[config.mk]
export PLATFORM = sky130hd
export DESIGN_NAME = bit_packer_varint_writer
export DESIGN_NICKNAME = d
export VERILOG_FILES = /design/src/sv/bpvw_pkg.sv /design/src/sv/bpvw_regs.sv /design/src/sv/bpvw_datapath.sv /design/src/sv/bpvw_ctrl.sv /design/src/sv/bit_packer_varint_writer.sv
export SDC_FILE = /design/constraint.sdc
export NUM_CORES = 1
export LEC_CHECK = 0
export BUFFER_PORTS_ARGS = -buffer_cell sky130_fd_sc_hd__buf_2
export CAP_MARGIN = 20
export CORE_MARGIN = 8
export CORE_UTILIZATION = 30
export DETAILED_ROUTE_END_ITERATION = 8
export HOLD_SLACK_MARGIN = 0.06
export SLEW_MARGIN = 15
export SYNTH_ARGS = -nofsm -noshare
export SYNTH_HDL_FRONTEND = slang
export SYNTH_HIERARCHICAL = 1
export SYNTH_SLANG_ARGS = --single-unit
[constraint.sdc]
create_clock -name clk -period 14.05 [get_ports clk]
set_input_delay 2.1075 -clock clk [delete_from_list [all_inputs] [get_ports clk]]
set_output_delay 2.1075 -clock clk [all_outputs]
set_load 0.02 [all_outputs]
[src/sv/bpvw_pkg.sv]
// shared types and constants of the bit packer with varint writer
// used by every module of the block, depends on nothing
package bpvw_pkg;

  localparam int CAP_W        = 16;
  localparam int BPOS_W       = 19;
  localparam int ACC_W        = 39;
  localparam int CNT_W        = 6;
  localparam int MAX_RAW_BITS = 32;
  localparam int PADDR_W      = 3;

  localparam logic [CAP_W-1:0] CAP_RESET    = 16'hFFFF;
  localparam logic             REG_CAPACITY = 1'b0;

  typedef enum logic [1:0] {
    FUNC_RAW    = 2'd0,
    FUNC_UVAR   = 2'd1,
    FUNC_ZVAR   = 2'd2,
    FUNC_FINISH = 2'd3
  } func_t;

  typedef struct packed {
    logic [1:0]  func;
    logic [31:0] value;
    logic [5:0]  bit_count;
  } in_item_t;

  typedef struct packed {
    logic [7:0]  out_byte;
    logic [15:0] byte_offset;
    logic        is_summary;
    logic [15:0] byte_count;
    logic        overflow;
    logic        last;
  } out_item_t;

  typedef enum logic [2:0] {
    ST_IDLE,
    ST_RAW_CHK,
    ST_RAW_EMIT,
    ST_VAR,
    ST_FIN,
    ST_SUM
  } state_t;

  typedef enum logic [2:0] {
    OP_NONE,
    OP_LOAD,
    OP_RAW_CHK,
    OP_RAW_EMIT,
    OP_VAR_STEP,
    OP_FIN_PART,
    OP_FIN_SUM
  } op_t;

  typedef struct packed {
    op_t op;
  } dp_cmd_t;

  typedef struct packed {
    logic ovf;
    logic raw_fail;
    logic raw_more;
    logic var_fail;
    logic var_stop;
    logic part_pending;
    logic out_free;
  } dp_status_t;

endpackage

[src/sv/bpvw_regs.sv]
// configuration register file behind the apb-style port
// depends on bpvw_pkg
module bpvw_regs (
  input  logic                         clk,
  input  logic                         rst_n,
  input  logic                         psel,
  input  logic                         penable,
  input  logic                         pwrite,
  input  logic [bpvw_pkg::PADDR_W-1:0] paddr,
  input  logic [31:0]                  pwdata,
  output logic [31:0]                  prdata,
  output logic                         pready,
  output logic [bpvw_pkg::CAP_W-1:0]   capacity
);

  logic [bpvw_pkg::CAP_W-1:0] cap_r;
  logic [bpvw_pkg::CAP_W-1:0] cap_nxt;
  logic                       sel_cap;

  assign sel_cap = (paddr[bpvw_pkg::PADDR_W-1] == bpvw_pkg::REG_CAPACITY);

  always_comb begin
    cap_nxt = cap_r;
    if (psel && penable && pwrite && pready && sel_cap) begin
      cap_nxt = pwdata[bpvw_pkg::CAP_W-1:0];
    end
  end

  always_ff @(posedge clk) begin
    if (!rst_n) begin
      cap_r <= bpvw_pkg::CAP_RESET;
    end else begin
      cap_r <= cap_nxt;
    end
  end

  assign pready   = 1'b1;
  assign prdata   = sel_cap ? {{(32 - bpvw_pkg::CAP_W){1'b0}}, cap_r} : 32'd0;
  assign capacity = cap_r;

endmodule

[src/sv/bpvw_datapath.sv]
// packing datapath: message state, raw and varint byte assembly, result register
// depends on bpvw_pkg
module bpvw_datapath (
  input  logic                       clk,
  input  logic                       rst_n,
  input  bpvw_pkg::dp_cmd_t          cmd,
  input  bpvw_pkg::in_item_t         in_data,
  input  logic [bpvw_pkg::CAP_W-1:0] capacity,
  input  logic                       out_ready,
  output logic                       out_valid,
  output bpvw_pkg::out_item_t        out_data,
  output bpvw_pkg::dp_status_t       status
);

  logic [7:0]                        part_r, part_nxt;
  logic [bpvw_pkg::BPOS_W-1:0]       bp_r, bp_nxt;
  logic                              ovf_r, ovf_nxt;
  logic [31:0]                       val_r, val_nxt;
  logic [bpvw_pkg::CNT_W-1:0]        cnt_r, cnt_nxt;
  logic [bpvw_pkg::ACC_W-1:0]        acc_r, acc_nxt;
  logic [bpvw_pkg::CNT_W-1:0]        t_r, t_nxt;
  logic [15:0]                       off_r, off_nxt;
  logic                              out_valid_r, out_valid_nxt;
  bpvw_pkg::out_item_t               out_r, out_nxt;

  logic [bpvw_pkg::BPOS_W-1:0]       cap8;
  logic [bpvw_pkg::BPOS_W:0]         raw_sum;
  logic [bpvw_pkg::BPOS_W:0]         sum8;
  logic [bpvw_pkg::BPOS_W:0]         sum16;
  logic [bpvw_pkg::BPOS_W:0]         sum7;
  logic                              raw_fail;
  logic                              var_fail;
  logic                              next_fail;
  logic [31:0]                       rest;
  logic                              var_stop;
  logic [32:0]                       mask;
  logic [31:0]                       vmask;
  logic [bpvw_pkg::ACC_W-1:0]        raw_acc;
  logic [bpvw_pkg::CNT_W-1:0]        raw_t;
  logic [7:0]                        grp;
  logic [15:0]                       vacc;
  logic [31:0]                       zigzag;
  logic [bpvw_pkg::CNT_W-1:0]        cnt_clamp;
  logic                              out_free;
  logic                              part_pending;

  assign cap8      = {capacity, 3'b000};
  assign raw_sum   = {1'b0, bp_r} + (bpvw_pkg::BPOS_W + 1)'(cnt_r);
  assign sum8      = {1'b0, bp_r} + (bpvw_pkg::BPOS_W + 1)'(8);
  assign sum16     = {1'b0, bp_r} + (bpvw_pkg::BPOS_W + 1)'(16);
  assign sum7      = {1'b0, bp_r} + (bpvw_pkg::BPOS_W + 1)'(7);
  assign raw_fail  = raw_sum > {1'b0, cap8};
  assign var_fail  = sum8 > {1'b0, cap8};
  assign next_fail = sum16 > {1'b0, cap8};
  assign rest      = val_r >> 7;
  assign var_stop  = (rest == 32'd0) || next_fail;

  assign mask    = (33'd1 << cnt_r) - 33'd1;
  assign vmask   = val_r & mask[31:0];
  assign raw_acc = {31'd0, part_r} | (bpvw_pkg::ACC_W'(vmask) << bp_r[2:0]);
  assign raw_t   = {3'd0, bp_r[2:0]} + cnt_r;

  assign grp  = {(rest != 32'd0), val_r[6:0]};
  assign vacc = {8'd0, part_r} | (16'(grp) << bp_r[2:0]);

  assign zigzag    = {in_data.value[30:0], 1'b0} ^ {32{in_data.value[31]}};
  assign cnt_clamp = (in_data.bit_count > bpvw_pkg::CNT_W'(bpvw_pkg::MAX_RAW_BITS))
                   ? bpvw_pkg::CNT_W'(bpvw_pkg::MAX_RAW_BITS) : in_data.bit_count;

  assign out_free     = !out_valid_r || out_ready;
  assign part_pending = (bp_r[2:0] != 3'd0);

  always_comb begin
    part_nxt      = part_r;
    bp_nxt        = bp_r;
    ovf_nxt       = ovf_r;
    val_nxt       = val_r;
    cnt_nxt       = cnt_r;
    acc_nxt       = acc_r;
    t_nxt         = t_r;
    off_nxt       = off_r;
    out_nxt       = out_r;
    out_valid_nxt = out_valid_r && !out_ready;
    unique case (cmd.op)
      bpvw_pkg::OP_LOAD: begin
        val_nxt = (in_data.func == bpvw_pkg::FUNC_ZVAR) ? zigzag : in_data.value;
        cnt_nxt = cnt_clamp;
      end
      bpvw_pkg::OP_RAW_CHK: begin
        if (!ovf_r) begin
          if (raw_fail) begin
            ovf_nxt = 1'b1;
          end else begin
            acc_nxt = raw_acc;
            t_nxt   = raw_t;
            off_nxt = bp_r[bpvw_pkg::BPOS_W-1:3];
            bp_nxt  = raw_sum[bpvw_pkg::BPOS_W-1:0];
          end
        end
      end
      bpvw_pkg::OP_RAW_EMIT: begin
        if (t_r >= bpvw_pkg::CNT_W'(8)) begin
          if (out_free) begin
            out_valid_nxt = 1'b1;
            out_nxt = '{out_byte: acc_r[7:0], byte_offset: off_r, is_summary: 1'b0,
                        byte_count: 16'd0, overflow: 1'b0,
                        last: (t_r < bpvw_pkg::CNT_W'(16))};
            acc_nxt = acc_r >> 8;
            t_nxt   = t_r - bpvw_pkg::CNT_W'(8);
            off_nxt = off_r + 16'd1;
          end
        end else begin
          part_nxt = acc_r[7:0];
        end
      end
      bpvw_pkg::OP_VAR_STEP: begin
        if (!ovf_r) begin
          if (var_fail) begin
            ovf_nxt = 1'b1;
          end else if (out_free) begin
            out_valid_nxt = 1'b1;
            out_nxt = '{out_byte: vacc[7:0], byte_offset: bp_r[bpvw_pkg::BPOS_W-1:3],
                        is_summary: 1'b0, byte_count: 16'd0, overflow: 1'b0,
                        last: var_stop};
            part_nxt = vacc[15:8];
            bp_nxt   = sum8[bpvw_pkg::BPOS_W-1:0];
            val_nxt  = rest;
            if ((rest != 32'd0) && next_fail) begin
              ovf_nxt = 1'b1;
            end
          end
        end
      end
      bpvw_pkg::OP_FIN_PART: begin
        if (part_pending && out_free) begin
          out_valid_nxt = 1'b1;
          out_nxt = '{out_byte: part_r, byte_offset: bp_r[bpvw_pkg::BPOS_W-1:3],
                      is_summary: 1'b0, byte_count: 16'd0, overflow: 1'b0, last: 1'b0};
        end
      end
      bpvw_pkg::OP_FIN_SUM: begin
        if (out_free) begin
          out_valid_nxt = 1'b1;
          out_nxt = '{out_byte: 8'd0, byte_offset: 16'd0, is_summary: 1'b1,
                      byte_count: sum7[bpvw_pkg::BPOS_W-1:3], overflow: ovf_r,
                      last: 1'b1};
          part_nxt = 8'd0;
          bp_nxt   = '0;
          ovf_nxt  = 1'b0;
        end
      end
      default: begin
      end
    endcase
  end

  always_ff @(posedge clk) begin
    if (!rst_n) begin
      part_r      <= 8'd0;
      bp_r        <= '0;
      ovf_r       <= 1'b0;
      out_valid_r <= 1'b0;
    end else begin
      part_r      <= part_nxt;
      bp_r        <= bp_nxt;
      ovf_r       <= ovf_nxt;
      out_valid_r <= out_valid_nxt;
    end
  end

  always_ff @(posedge clk) begin
    val_r <= val_nxt;
    cnt_r <= cnt_nxt;
    acc_r <= acc_nxt;
    t_r   <= t_nxt;
    off_r <= off_nxt;
    out_r <= out_nxt;
  end

  assign out_valid = out_valid_r;
  assign out_data  = out_r;

  assign status = '{ovf: ovf_r, raw_fail: raw_fail,
                    raw_more: (t_r >= bpvw_pkg::CNT_W'(8)),
                    var_fail: var_fail, var_stop: var_stop,
                    part_pending: part_pending, out_free: out_free};

endmodule

[src/sv/bpvw_ctrl.sv]
// request sequencer: accepts a request and steps the datapath through it
// depends on bpvw_pkg
module bpvw_ctrl (
  input  logic                 clk,
  input  logic                 rst_n,
  input  logic                 in_valid,
  input  logic [1:0]           in_func,
  output logic                 in_ready,
  input  bpvw_pkg::dp_status_t status,
  output bpvw_pkg::dp_cmd_t    cmd
);

  bpvw_pkg::state_t state_r, state_nxt;

  always_ff @(posedge clk) begin
    if (!rst_n) begin
      state_r <= bpvw_pkg::ST_IDLE;
    end else begin
      state_r <= state_nxt;
    end
  end

  always_comb begin
    state_nxt = state_r;
    in_ready  = 1'b0;
    cmd.op    = bpvw_pkg::OP_NONE;
    unique case (state_r)
      bpvw_pkg::ST_IDLE: begin
        in_ready = 1'b1;
        if (in_valid) begin
          cmd.op = bpvw_pkg::OP_LOAD;
          unique case (in_func)
            bpvw_pkg::FUNC_RAW:    state_nxt = bpvw_pkg::ST_RAW_CHK;
            bpvw_pkg::FUNC_UVAR:   state_nxt = bpvw_pkg::ST_VAR;
            bpvw_pkg::FUNC_ZVAR:   state_nxt = bpvw_pkg::ST_VAR;
            default:               state_nxt = bpvw_pkg::ST_FIN;
          endcase
        end
      end
      bpvw_pkg::ST_RAW_CHK: begin
        cmd.op = bpvw_pkg::OP_RAW_CHK;
        if (status.ovf || status.raw_fail) begin
          state_nxt = bpvw_pkg::ST_IDLE;
        end else begin
          state_nxt = bpvw_pkg::ST_RAW_EMIT;
        end
      end
      bpvw_pkg::ST_RAW_EMIT: begin
        cmd.op = bpvw_pkg::OP_RAW_EMIT;
        if (!status.raw_more) begin
          state_nxt = bpvw_pkg::ST_IDLE;
        end
      end
      bpvw_pkg::ST_VAR: begin
        cmd.op = bpvw_pkg::OP_VAR_STEP;
        if (status.ovf || status.var_fail) begin
          state_nxt = bpvw_pkg::ST_IDLE;
        end else if (status.out_free && status.var_stop) begin
          state_nxt = bpvw_pkg::ST_IDLE;
        end
      end
      bpvw_pkg::ST_FIN: begin
        cmd.op = bpvw_pkg::OP_FIN_PART;
        if (!status.part_pending || status.out_free) begin
          state_nxt = bpvw_pkg::ST_SUM;
        end
      end
      bpvw_pkg::ST_SUM: begin
        cmd.op = bpvw_pkg::OP_FIN_SUM;
        if (status.out_free) begin
          state_nxt = bpvw_pkg::ST_IDLE;
        end
      end
      default: begin
        state_nxt = bpvw_pkg::ST_IDLE;
      end
    endcase
  end

endmodule

[src/sv/bit_packer_varint_writer.sv]
// top level: raw loads, checks, then sends its finished bytes; varint sends one byte
// per group; finish sends any partial byte and the summary; a stalled output waits
// results leave through a result register, one request is worked at a time
// rst_n (synchronous) empties the message, clears the overflow flag, capacity to 65535
// depends on bpvw_pkg, bpvw_regs, bpvw_ctrl, bpvw_datapath
module bit_packer_varint_writer (
  input  logic                         clk,
  input  logic                         rst_n,
  input  logic                         in_valid,
  output logic                         in_ready,
  input  bpvw_pkg::in_item_t           in_data,
  output logic                         out_valid,
  input  logic                         out_ready,
  output bpvw_pkg::out_item_t          out_data,
  input  logic                         psel,
  input  logic                         penable,
  input  logic                         pwrite,
  input  logic [bpvw_pkg::PADDR_W-1:0] paddr,
  input  logic [31:0]                  pwdata,
  output logic [31:0]                  prdata,
  output logic                         pready
);

  logic [bpvw_pkg::CAP_W-1:0] capacity;
  bpvw_pkg::dp_cmd_t          cmd;
  bpvw_pkg::dp_status_t       status;

  bpvw_regs u_regs (
    .clk      (clk),
    .rst_n    (rst_n),
    .psel     (psel),
    .penable  (penable),
    .pwrite   (pwrite),
    .paddr    (paddr),
    .pwdata   (pwdata),
    .prdata   (prdata),
    .pready   (pready),
    .capacity (capacity)
  );

  bpvw_ctrl u_ctrl (
    .clk      (clk),
    .rst_n    (rst_n),
    .in_valid (in_valid),
    .in_func  (in_data.func),
    .in_ready (in_ready),
    .status   (status),
    .cmd      (cmd)
  );

  bpvw_datapath u_dp (
    .clk       (clk),
    .rst_n     (rst_n),
    .cmd       (cmd),
    .in_data   (in_data),
    .capacity  (capacity),
    .out_ready (out_ready),
    .out_valid (out_valid),
    .out_data  (out_data),
    .status    (status)
  );

  a_one_request: assert property (@(posedge clk) disable iff (!rst_n)
    in_valid && in_ready |=> !in_ready)
    else $error("request taken while another is in work");

  a_summary_last: assert property (@(posedge clk) disable iff (!rst_n)
    out_valid && out_data.is_summary |-> out_data.last && out_data.out_byte == 8'd0)
    else $error("summary not marked last");

  a_data_clean: assert property (@(posedge clk) disable iff (!rst_n)
    out_valid && !out_data.is_summary |-> out_data.byte_count == 16'd0 && !out_data.overflow)
    else $error("data result carries summary fields");

endmodule
==> summary.txt, run 1 <==
Status
  – Status: finished, final reports clean

Synth
  – Cells after Synth: approximately 1.6k
  – Ys flop type: edfxtp_1
  – Synth area leader: edfxtp_1
  – Area fraction of the dominant cell type after synthesis: a little under a third
  – Synth Area in Simple Gates: between 20% and 30%
  – Ys Warns: 6
  – Multiplexer share of the synthesized area: under 10%
  – Syn_area_per_cell: ~8.6 sq um
  – Synth Area in Adders: under 10%
  – Number of synthesized flops with an enable pin: about 140
  – Netlist Area Pre-Place: 13900 sq um
  – Seq/Total Area, Yosys: a little under two fifths
  – Top cells by area, synth: edfxtp_1, dfxtp_1, o21ai_0
  – Complex-gate fraction of the synthesized area: a little under a fifth
  – Synth Register Bits: 190
  – Ys async rst share: 0%
  – Post-synthesis xor/xnor area fraction: between 6 and 7%
  – Post-synthesis cell type count: 89
  – Largest family of logic cells by synthesized area: simple AND/OR/NAND/NOR gates

Critical path
  – Crit end category: flip-flop
  – WP data arrival: roughly 6.7 ns
  – R2r startpoint: u_dp/bp_r[1]
  – WP data required: roughly 14 ns
  – Critical-path maximum fanout: between 50 and 60
  – Critical Path Start Type: flip-flop
  – Critical path origin: u_dp/bp_r[1]
  – Critical path class: reg -> reg

Placed design
  – Number of cells after detailed placement: 2218
  – IO buf count: 124
  – RePlAce Congestion: between 0.9 and 1
  – DP HPWL: just over 30000 microns

Detailed routing
  – Via density: roughly 5.3
  – Post-DRT Antenna Nets: 0
  – DRC Markers: 0
  – Vias: between 10k and 15k
  – First-pass DRT Iterations: 6
  – Initial DRC count: between 1k and 1.5k
  – Post-Route WL: ~42000 microns
  – DR WL/cell: approximately 18 microns

Layout
  – Area added between synthesis and finish: 11.4%
  – Final Non-Filler Cells: ~2.3k
  – Post-layout util: roughly 34%
  – Ratio of cells with drive above 1 in the final layout: between 10% and 20%
  – Fill cell count: 4751
  – Antenna cells: 0
  – Final nets: ~1.8k

Pwr
  – Worst VDD drop: between 0.1 and 0.15 mV
  – P_leak: around 0.0059 uW
  – Pwr per Cell Area: between 200 and 250 nW/um^2
  – Internal: roughly 1800 uW
  – Clock Power Share: around 16%
  – Part of the power in combinational logic: 47.9%
  – Switching part of the total: a little under half
  – Sequential Power Share: a little over a third
  – NetSw: roughly 1600 uW

Floorplanning
  – Full die area: roughly 53000 sq um
  – Core Footprint: about 45000 sq um
  – Number of I/O pins: 160
  – Initial core utilization: ~30%
  – DIE WIDTH: approximately 230 microns
  – Die Y: around 230 microns
  – Row cnt: just under 80

STA
  – Final setup vio count: 0
  – Period utilization: 47.1%
  – Worst Skew: approximately 0.015 ns
  – Fmax: about 150 MHz
  – Hold slack: 0.517 ns
  – Hold Vio Cnt, Final: 0
  – Max Slew Vio Count: 0
  – Slew HR: between 20% and 30%
  – RSZ-0062 raised after global routing: false
  – Slew @ Worst Pin: around 1.1 ns
  – Setup TNS: 0 ns
  – Tmin final: about 6.6 ns

Hold path
  – HP Start: u_dp/acc_r[29]
  – HP Class: reg -> reg

GRT
  – Largest net degree at the start of global routing: 65
  – GRT Util Overall: roughly 15%
  – Number of global-route vias before repair: 11.7k
  – First-pass GRT wire length: between 60000 and 70000 microns
  – Overflow after GRT: 0
  – Antenna violations before repair: 1

Clock network
  – Post-CTS Setup Bufs: 0
  – Longest Clk Path Bufs: 2
  – Post-CTS resize count: 0
  – Worst skew pair latency: approximately 0.45 ns
  – Clk root buf: clkbuf_16
  – Reg clk slew, reported paths: about 0.080 ns
  – Clock Sink Count: 190
  – Post-CTS Hold Buffers: 0
  – # H-tree levels: 4
  – Total CTS buffers: 17
  – CTS tree: yes

Job
  – Max Cap Viol: 0
==> worst max-delay path, stage by stage, from the launching register on <==
cell and delay [ns]:
dfxtp_2 0.32, buf_4 0.51, inv_1 0.58, fa_1 0.61, nor2b_1 0.18, o21a_1 0.17, o21ai_0 0.13, a21oi_1 0.72
xor2_1 0.16, ha_1 0.24, a211oi_1 0.23, nor2_1 0.07, a2111oi_0 0.58, o211ai_1 0.20, a211o_1 0.41, a2111oi_2 0.37
buf_4 0.65
==> Yosys cell counts, drive strengths merged, types with 14 or more instances <==
cell    instances
xor2           41
xnor2          69
edfxtp        142
mux2i          46
a21o           19
inv            42
nand4          22
ha             61
nand3          72
a31oi          14
clkbuf         91
a21oi          62
nand2         165
nor3           40
o21ai         155
a22o           20
nor2          150
nor2b          63
dfxtp          48
a211oi         23
and3           14
buf            50
==> power groups by stage <==
stage | combinational [uW] | sequential [uW] | clock (uW)
final | 1630 | 1250 | 529
after global routing | 1810 | 1280 | 559
after CTS | 1640 | 1240 | 537
after detailed placement | 1630 | 1250 | 0
after global placement | 1600 | 1250 | 0
after floorplan | 1160 | 1240 | 0
==> per-stage QoR <==
stage                     area (sq um)  setup slack (ns)  total power (uW)
after floorplan                  13900             0.560              2400
after global placement           14800              7.72              2850
after CTS                        15400              7.54              3410
final                            15400              7.43              3410
after detailed placement         14800              7.59              2880
after global routing             15400              7.12              3640
==> sequential cells by signal, indices dropped and copies added, names as in the netlist, 3 cells and up <==
| name | count |
|---|---|
| u_ctrl/state_r | 3 |
| u_dp/val_r | 32 |
| u_dp/t_r | 6 |
| u_dp/part_r | 8 |
| u_regs/capacity | 16 |
| u_dp/bp_r | 19 |
| u_dp/off_r | 16 |
| u_dp/cnt_r | 6 |
| u_dp/acc_r | 39 |
| u_dp/out_data | 43 |
==> worst paths after layout <==
check / end / slack [ns] / cells past startpoint
max: u_dp/off_r[13] / 7.43 / 16
min: u_dp/acc_r[21] / 0.52 / 2
max reg2reg: u_dp/off_r[13] / 7.43 / 16
min reg2reg: u_dp/acc_r[21] / 0.52 / 2
==> layer usage <==
metal  routed length [microns]  up-vias  share of wire [%]  track usage [%]
li1                          -     5852                  -                -
met1                     18000     5690                 43             19.1
met2                     20200      393                 48             26.1
met3                      2210       86                5.3             2.44
met4                      1210        0                2.9             5.37
met5                         0        -                  0                0
==> placed cells by master (no fill, tap or decap), types with 5 or more instances in the layout <==
master,instances
nor2_1,149
nor4_1,12
nand2_1,165
conb_1,17
xor2_1,41
and2b_2,6
mux2i_1,46
xnor2_1,69
o31ai_1,11
o22ai_1,8
a22oi_1,8
or3_1,8
a31oi_1,14
and2_1,7
clkbuf_16,17
a22o_1,20
a221oi_1,8
or2_2,8
a21oi_1,61
o21ai_0,154
o21a_1,12
nand3_1,72
o22a_1,5
a211oi_1,23
o211ai_1,11
o21bai_1,5
buf_2,124
buf_4,15
nor3_1,36
a21o_1,19
edfxtp_1,142
nand4_1,22
and3_1,14
dfxtp_1,46
mux2_2,9
inv_1,41
nor2b_1,62
ha_1,61
==> cell type report <==
class / count / area (sq um) / share of cell area (%)
sequential: 190 / 5230 / 33.9
inverter: 45 / 169 / 1.09
tap: 600 / 751 / 4.86
multi-input combinational: 1244 / 7890 / 51.1
timing repair buffer: 140 / 753 / 4.88
clock buffer: 17 / 425 / 2.76
clock inverter: 15 / 215 / 1.39
==> kinds of logic after synthesis <==
logic type	Yosys count
AOI/OAI and AO/OA	410
xor gates and xnor gates	110
adders and majority gates	62
buffers and inverters	186
DFF	190
muxes	55
other	2
and+or+nand+nor	590
Note: power is estimated with default switching activity, not from simulation.
==> run 2: changes to the inputs <==
==> constraint.sdc (replaced) <==
create_clock -name clk -period 5.55 [get_ports clk]
set_input_delay 0.8325 -clock clk [delete_from_list [all_inputs] [get_ports clk]]
set_output_delay 0.8325 -clock clk [all_outputs]
set_load 0.02 [all_outputs]
==> run 2 against run 1 <==
  * Global-route usage rose by 0.28 points
  * Register-to-register slack worse by 6.9 ns
  * Non-clock buffer count rose by 24
  * Via count up 0.67%
==> summary.txt, run 2 (synthesized netlist as in run 1, its figures left out) <==
Status
  – Status: finished, final reports clean (unchanged)

Detailed routing
  – First-pass DRT Iterations: 5 (was 6)
  – Vias: 12.1k (was 12.0k)
  – Post-DRT Antenna Nets: 0 (unchanged)
  – Via density: 5.32 (was 5.34)
  – DR WL/cell: 18.6 microns (was 18.5 microns)
  – Initial DRC count: 853 (was 1071)
  – DRC Markers: 0 (unchanged)
  – Post-Route WL: 42300 microns (was 41600 microns)

Layout
  – Final nets: 1806 (was 1782)
  – Most common library cell in the layout ignoring fill and taps: nand2_1 (unchanged)
  – Area added between synthesis and finish: 12.7% (was 11.4%)
  – Final Non-Filler Cells: 2275 (was 2251)
  – Antenna cells: 0 (unchanged)
  – Ratio of cells with drive above 1 in the final layout: 14.7% (was 13.0%)
  – Most frequent cells in the layout: nand2_1, o21ai_0, nor2_1 (unchanged)
  – Max reg flops: 43 (unchanged)

Clock network
  – Longest Clk Path Bufs: 2 (unchanged)
  – Worst skew pair latency: 0.47 ns (was 0.45 ns)
  – Post-CTS Setup Bufs: 0 (unchanged)
  – Total CTS buffers: 17 (unchanged)
  – CTS tree: yes (unchanged)
  – Post-CTS resize count: 0 (unchanged)
  – Reg clk slew, reported paths: 0.08 ns (about the same)
  – Post-CTS Hold Buffers: 0 (unchanged)
  – Clk root buf: clkbuf_16 (unchanged)
  – # H-tree levels: 4 (unchanged)
  – Clock Sink Count: 190 (unchanged)

GRT
  – GRT Util Overall: 15.5% (was 15.2%)
  – Number of global-route vias before repair: 11.8k (was 11.7k)
  – Largest net degree at the start of global routing: 65 (unchanged)
  – First-pass GRT wire length: 66300 microns (was 65700 microns)
  – Overflow after GRT: 0 (unchanged)
  – Antenna violations before repair: 0 (was 1)

Critical path
  – Critical-path maximum fanout: 11 (was 58)
  – Crit end category: flip-flop (unchanged)
  – Critical Path Start Type: flip-flop (unchanged)
  – WP data required: 5.90 ns (was 14.13 ns)
  – Critical path class: reg -> reg (unchanged)
  – WP data arrival: 5.36 ns (was 6.70 ns)

Floorplanning
  – Die Y: 231 microns (unchanged)
  – Full die area: 53300 sq um (unchanged)
  – Core Footprint: 45500 sq um (unchanged)
  – Initial core utilization: 30.5% (unchanged)
  – Row cnt: 78 (unchanged)
  – DIE WIDTH: 231 microns (unchanged)
  – Number of I/O pins: 160 (unchanged)

STA
  – Worst Skew: 0.0158 ns (was 0.0147 ns)
  – Fmax: 200 MHz (was 151 MHz)
  – Slew @ Worst Pin: 1.04 ns (was 1.10 ns)
  – Hold Vio Cnt, Final: 0 (unchanged)
  – Max Slew Vio Count: 0 (unchanged)
  – Slew HR: 30.3% (was 26.4%)
  – Tmin final: 5.01 ns (was 6.62 ns)
  – Period utilization: 90.3% (was 47.1%)
  – RSZ-0062 raised after global routing: false (unchanged)
  – Final setup vio count: 0 (unchanged)
  – Final worst slack: 0.539 ns (was 7.43 ns)
  – Setup TNS: 0 ns (unchanged)

Pwr
  – Pwr per Cell Area: 556 nW/um^2 (was 221 nW/um^2)
  – P_leak: 0.00598 uW (was 0.00588 uW)
  – Worst VDD drop: 0.400 mV (was 0.127 mV)

Placed design
  – Number of cells after detailed placement: 2241 (was 2218)
  – DP Worst Slack: 0.646 ns (was 7.59 ns)
  – IO buf count: 124 (unchanged)
  – RePlAce Congestion: 0.928 (was 0.926)
  – DP HPWL: 31500 microns (was 31000 microns)

Hold path
  – HP Class: reg -> reg (unchanged)

Job
  – Max Cap Viol: 0 (unchanged)
-- run 2: power breakdown --
part           internal [uW]  switching, uW
Combinational           1500           2960
Clock                    600            633
Sequential              2530            460
-- run 2: area by class of cell --
type | count | area, sq um
Timing Repair Buffer | 164 | 962
Fill cell | 4808 | 29900
Multi-Input combinational cell | 1244 | 7930
Clock inverter | 15 | 146
Sequential cell | 190 | 5230
Tap cell | 600 | 751
Inverter | 45 | 169
Clock buffer | 17 | 425
-- run 2: worst max-delay path: stages (launching register included) --
cell and delay (ns):
dfxtp_1 0.65, ha_1 0.39, nand3_1 0.28, nor3_1 0.27, buf_4 0.19, nand3_1 0.15, xnor2_1 0.20, ha_1 0.31
nand3_1 0.17, nor3_1 0.09, a2111o_1 0.48, a21o_1 0.20, a2111o_1 0.42, a221o_1 0.47, buf_4 0.24, o311ai_1 0.28
o31ai_1 0.11
-- run 2: path summary, 6_finish.rpt --
path,startpoint,to,slack [ns],depth (start not counted)
worst max-delay path,u_dp/bp_r[3],u_dp/bp_r[17],0.54,16
worst min-delay path,u_dp/part_r[1],u_dp/part_r[1],0.51,2
worst max register to register,u_dp/bp_r[3],u_dp/bp_r[17],0.54,16
worst min register to register,u_dp/part_r[1],u_dp/part_r[1],0.51,2
-- run 2: metal layers --
layer  track usage, %  vias up  wire length, microns
li1                 -     5893                     -
met1             19.2     5733                 18400
met2             26.1      397                 20200
met3             3.04       79                  2430
met4             6.30        0                  1290
met5                0        -                     0
-- run 2: per-stage QoR --
step / instance area [sq um] / power [uW] / hold WS (ns) / utilization [%]
global route: 15600 / 9270 / 0.545 / 34.3
global placement: 15000 / 7370 / 0.484 / 33.0
CTS: 15600 / 8690 / 0.510 / 34.3
detailed placement: 15000 / 7450 / 0.497 / 33.0
floorplan: 14000 / 6030 / 0.459 / -
finish: 15600 / 8680 / 0.512 / 34.3
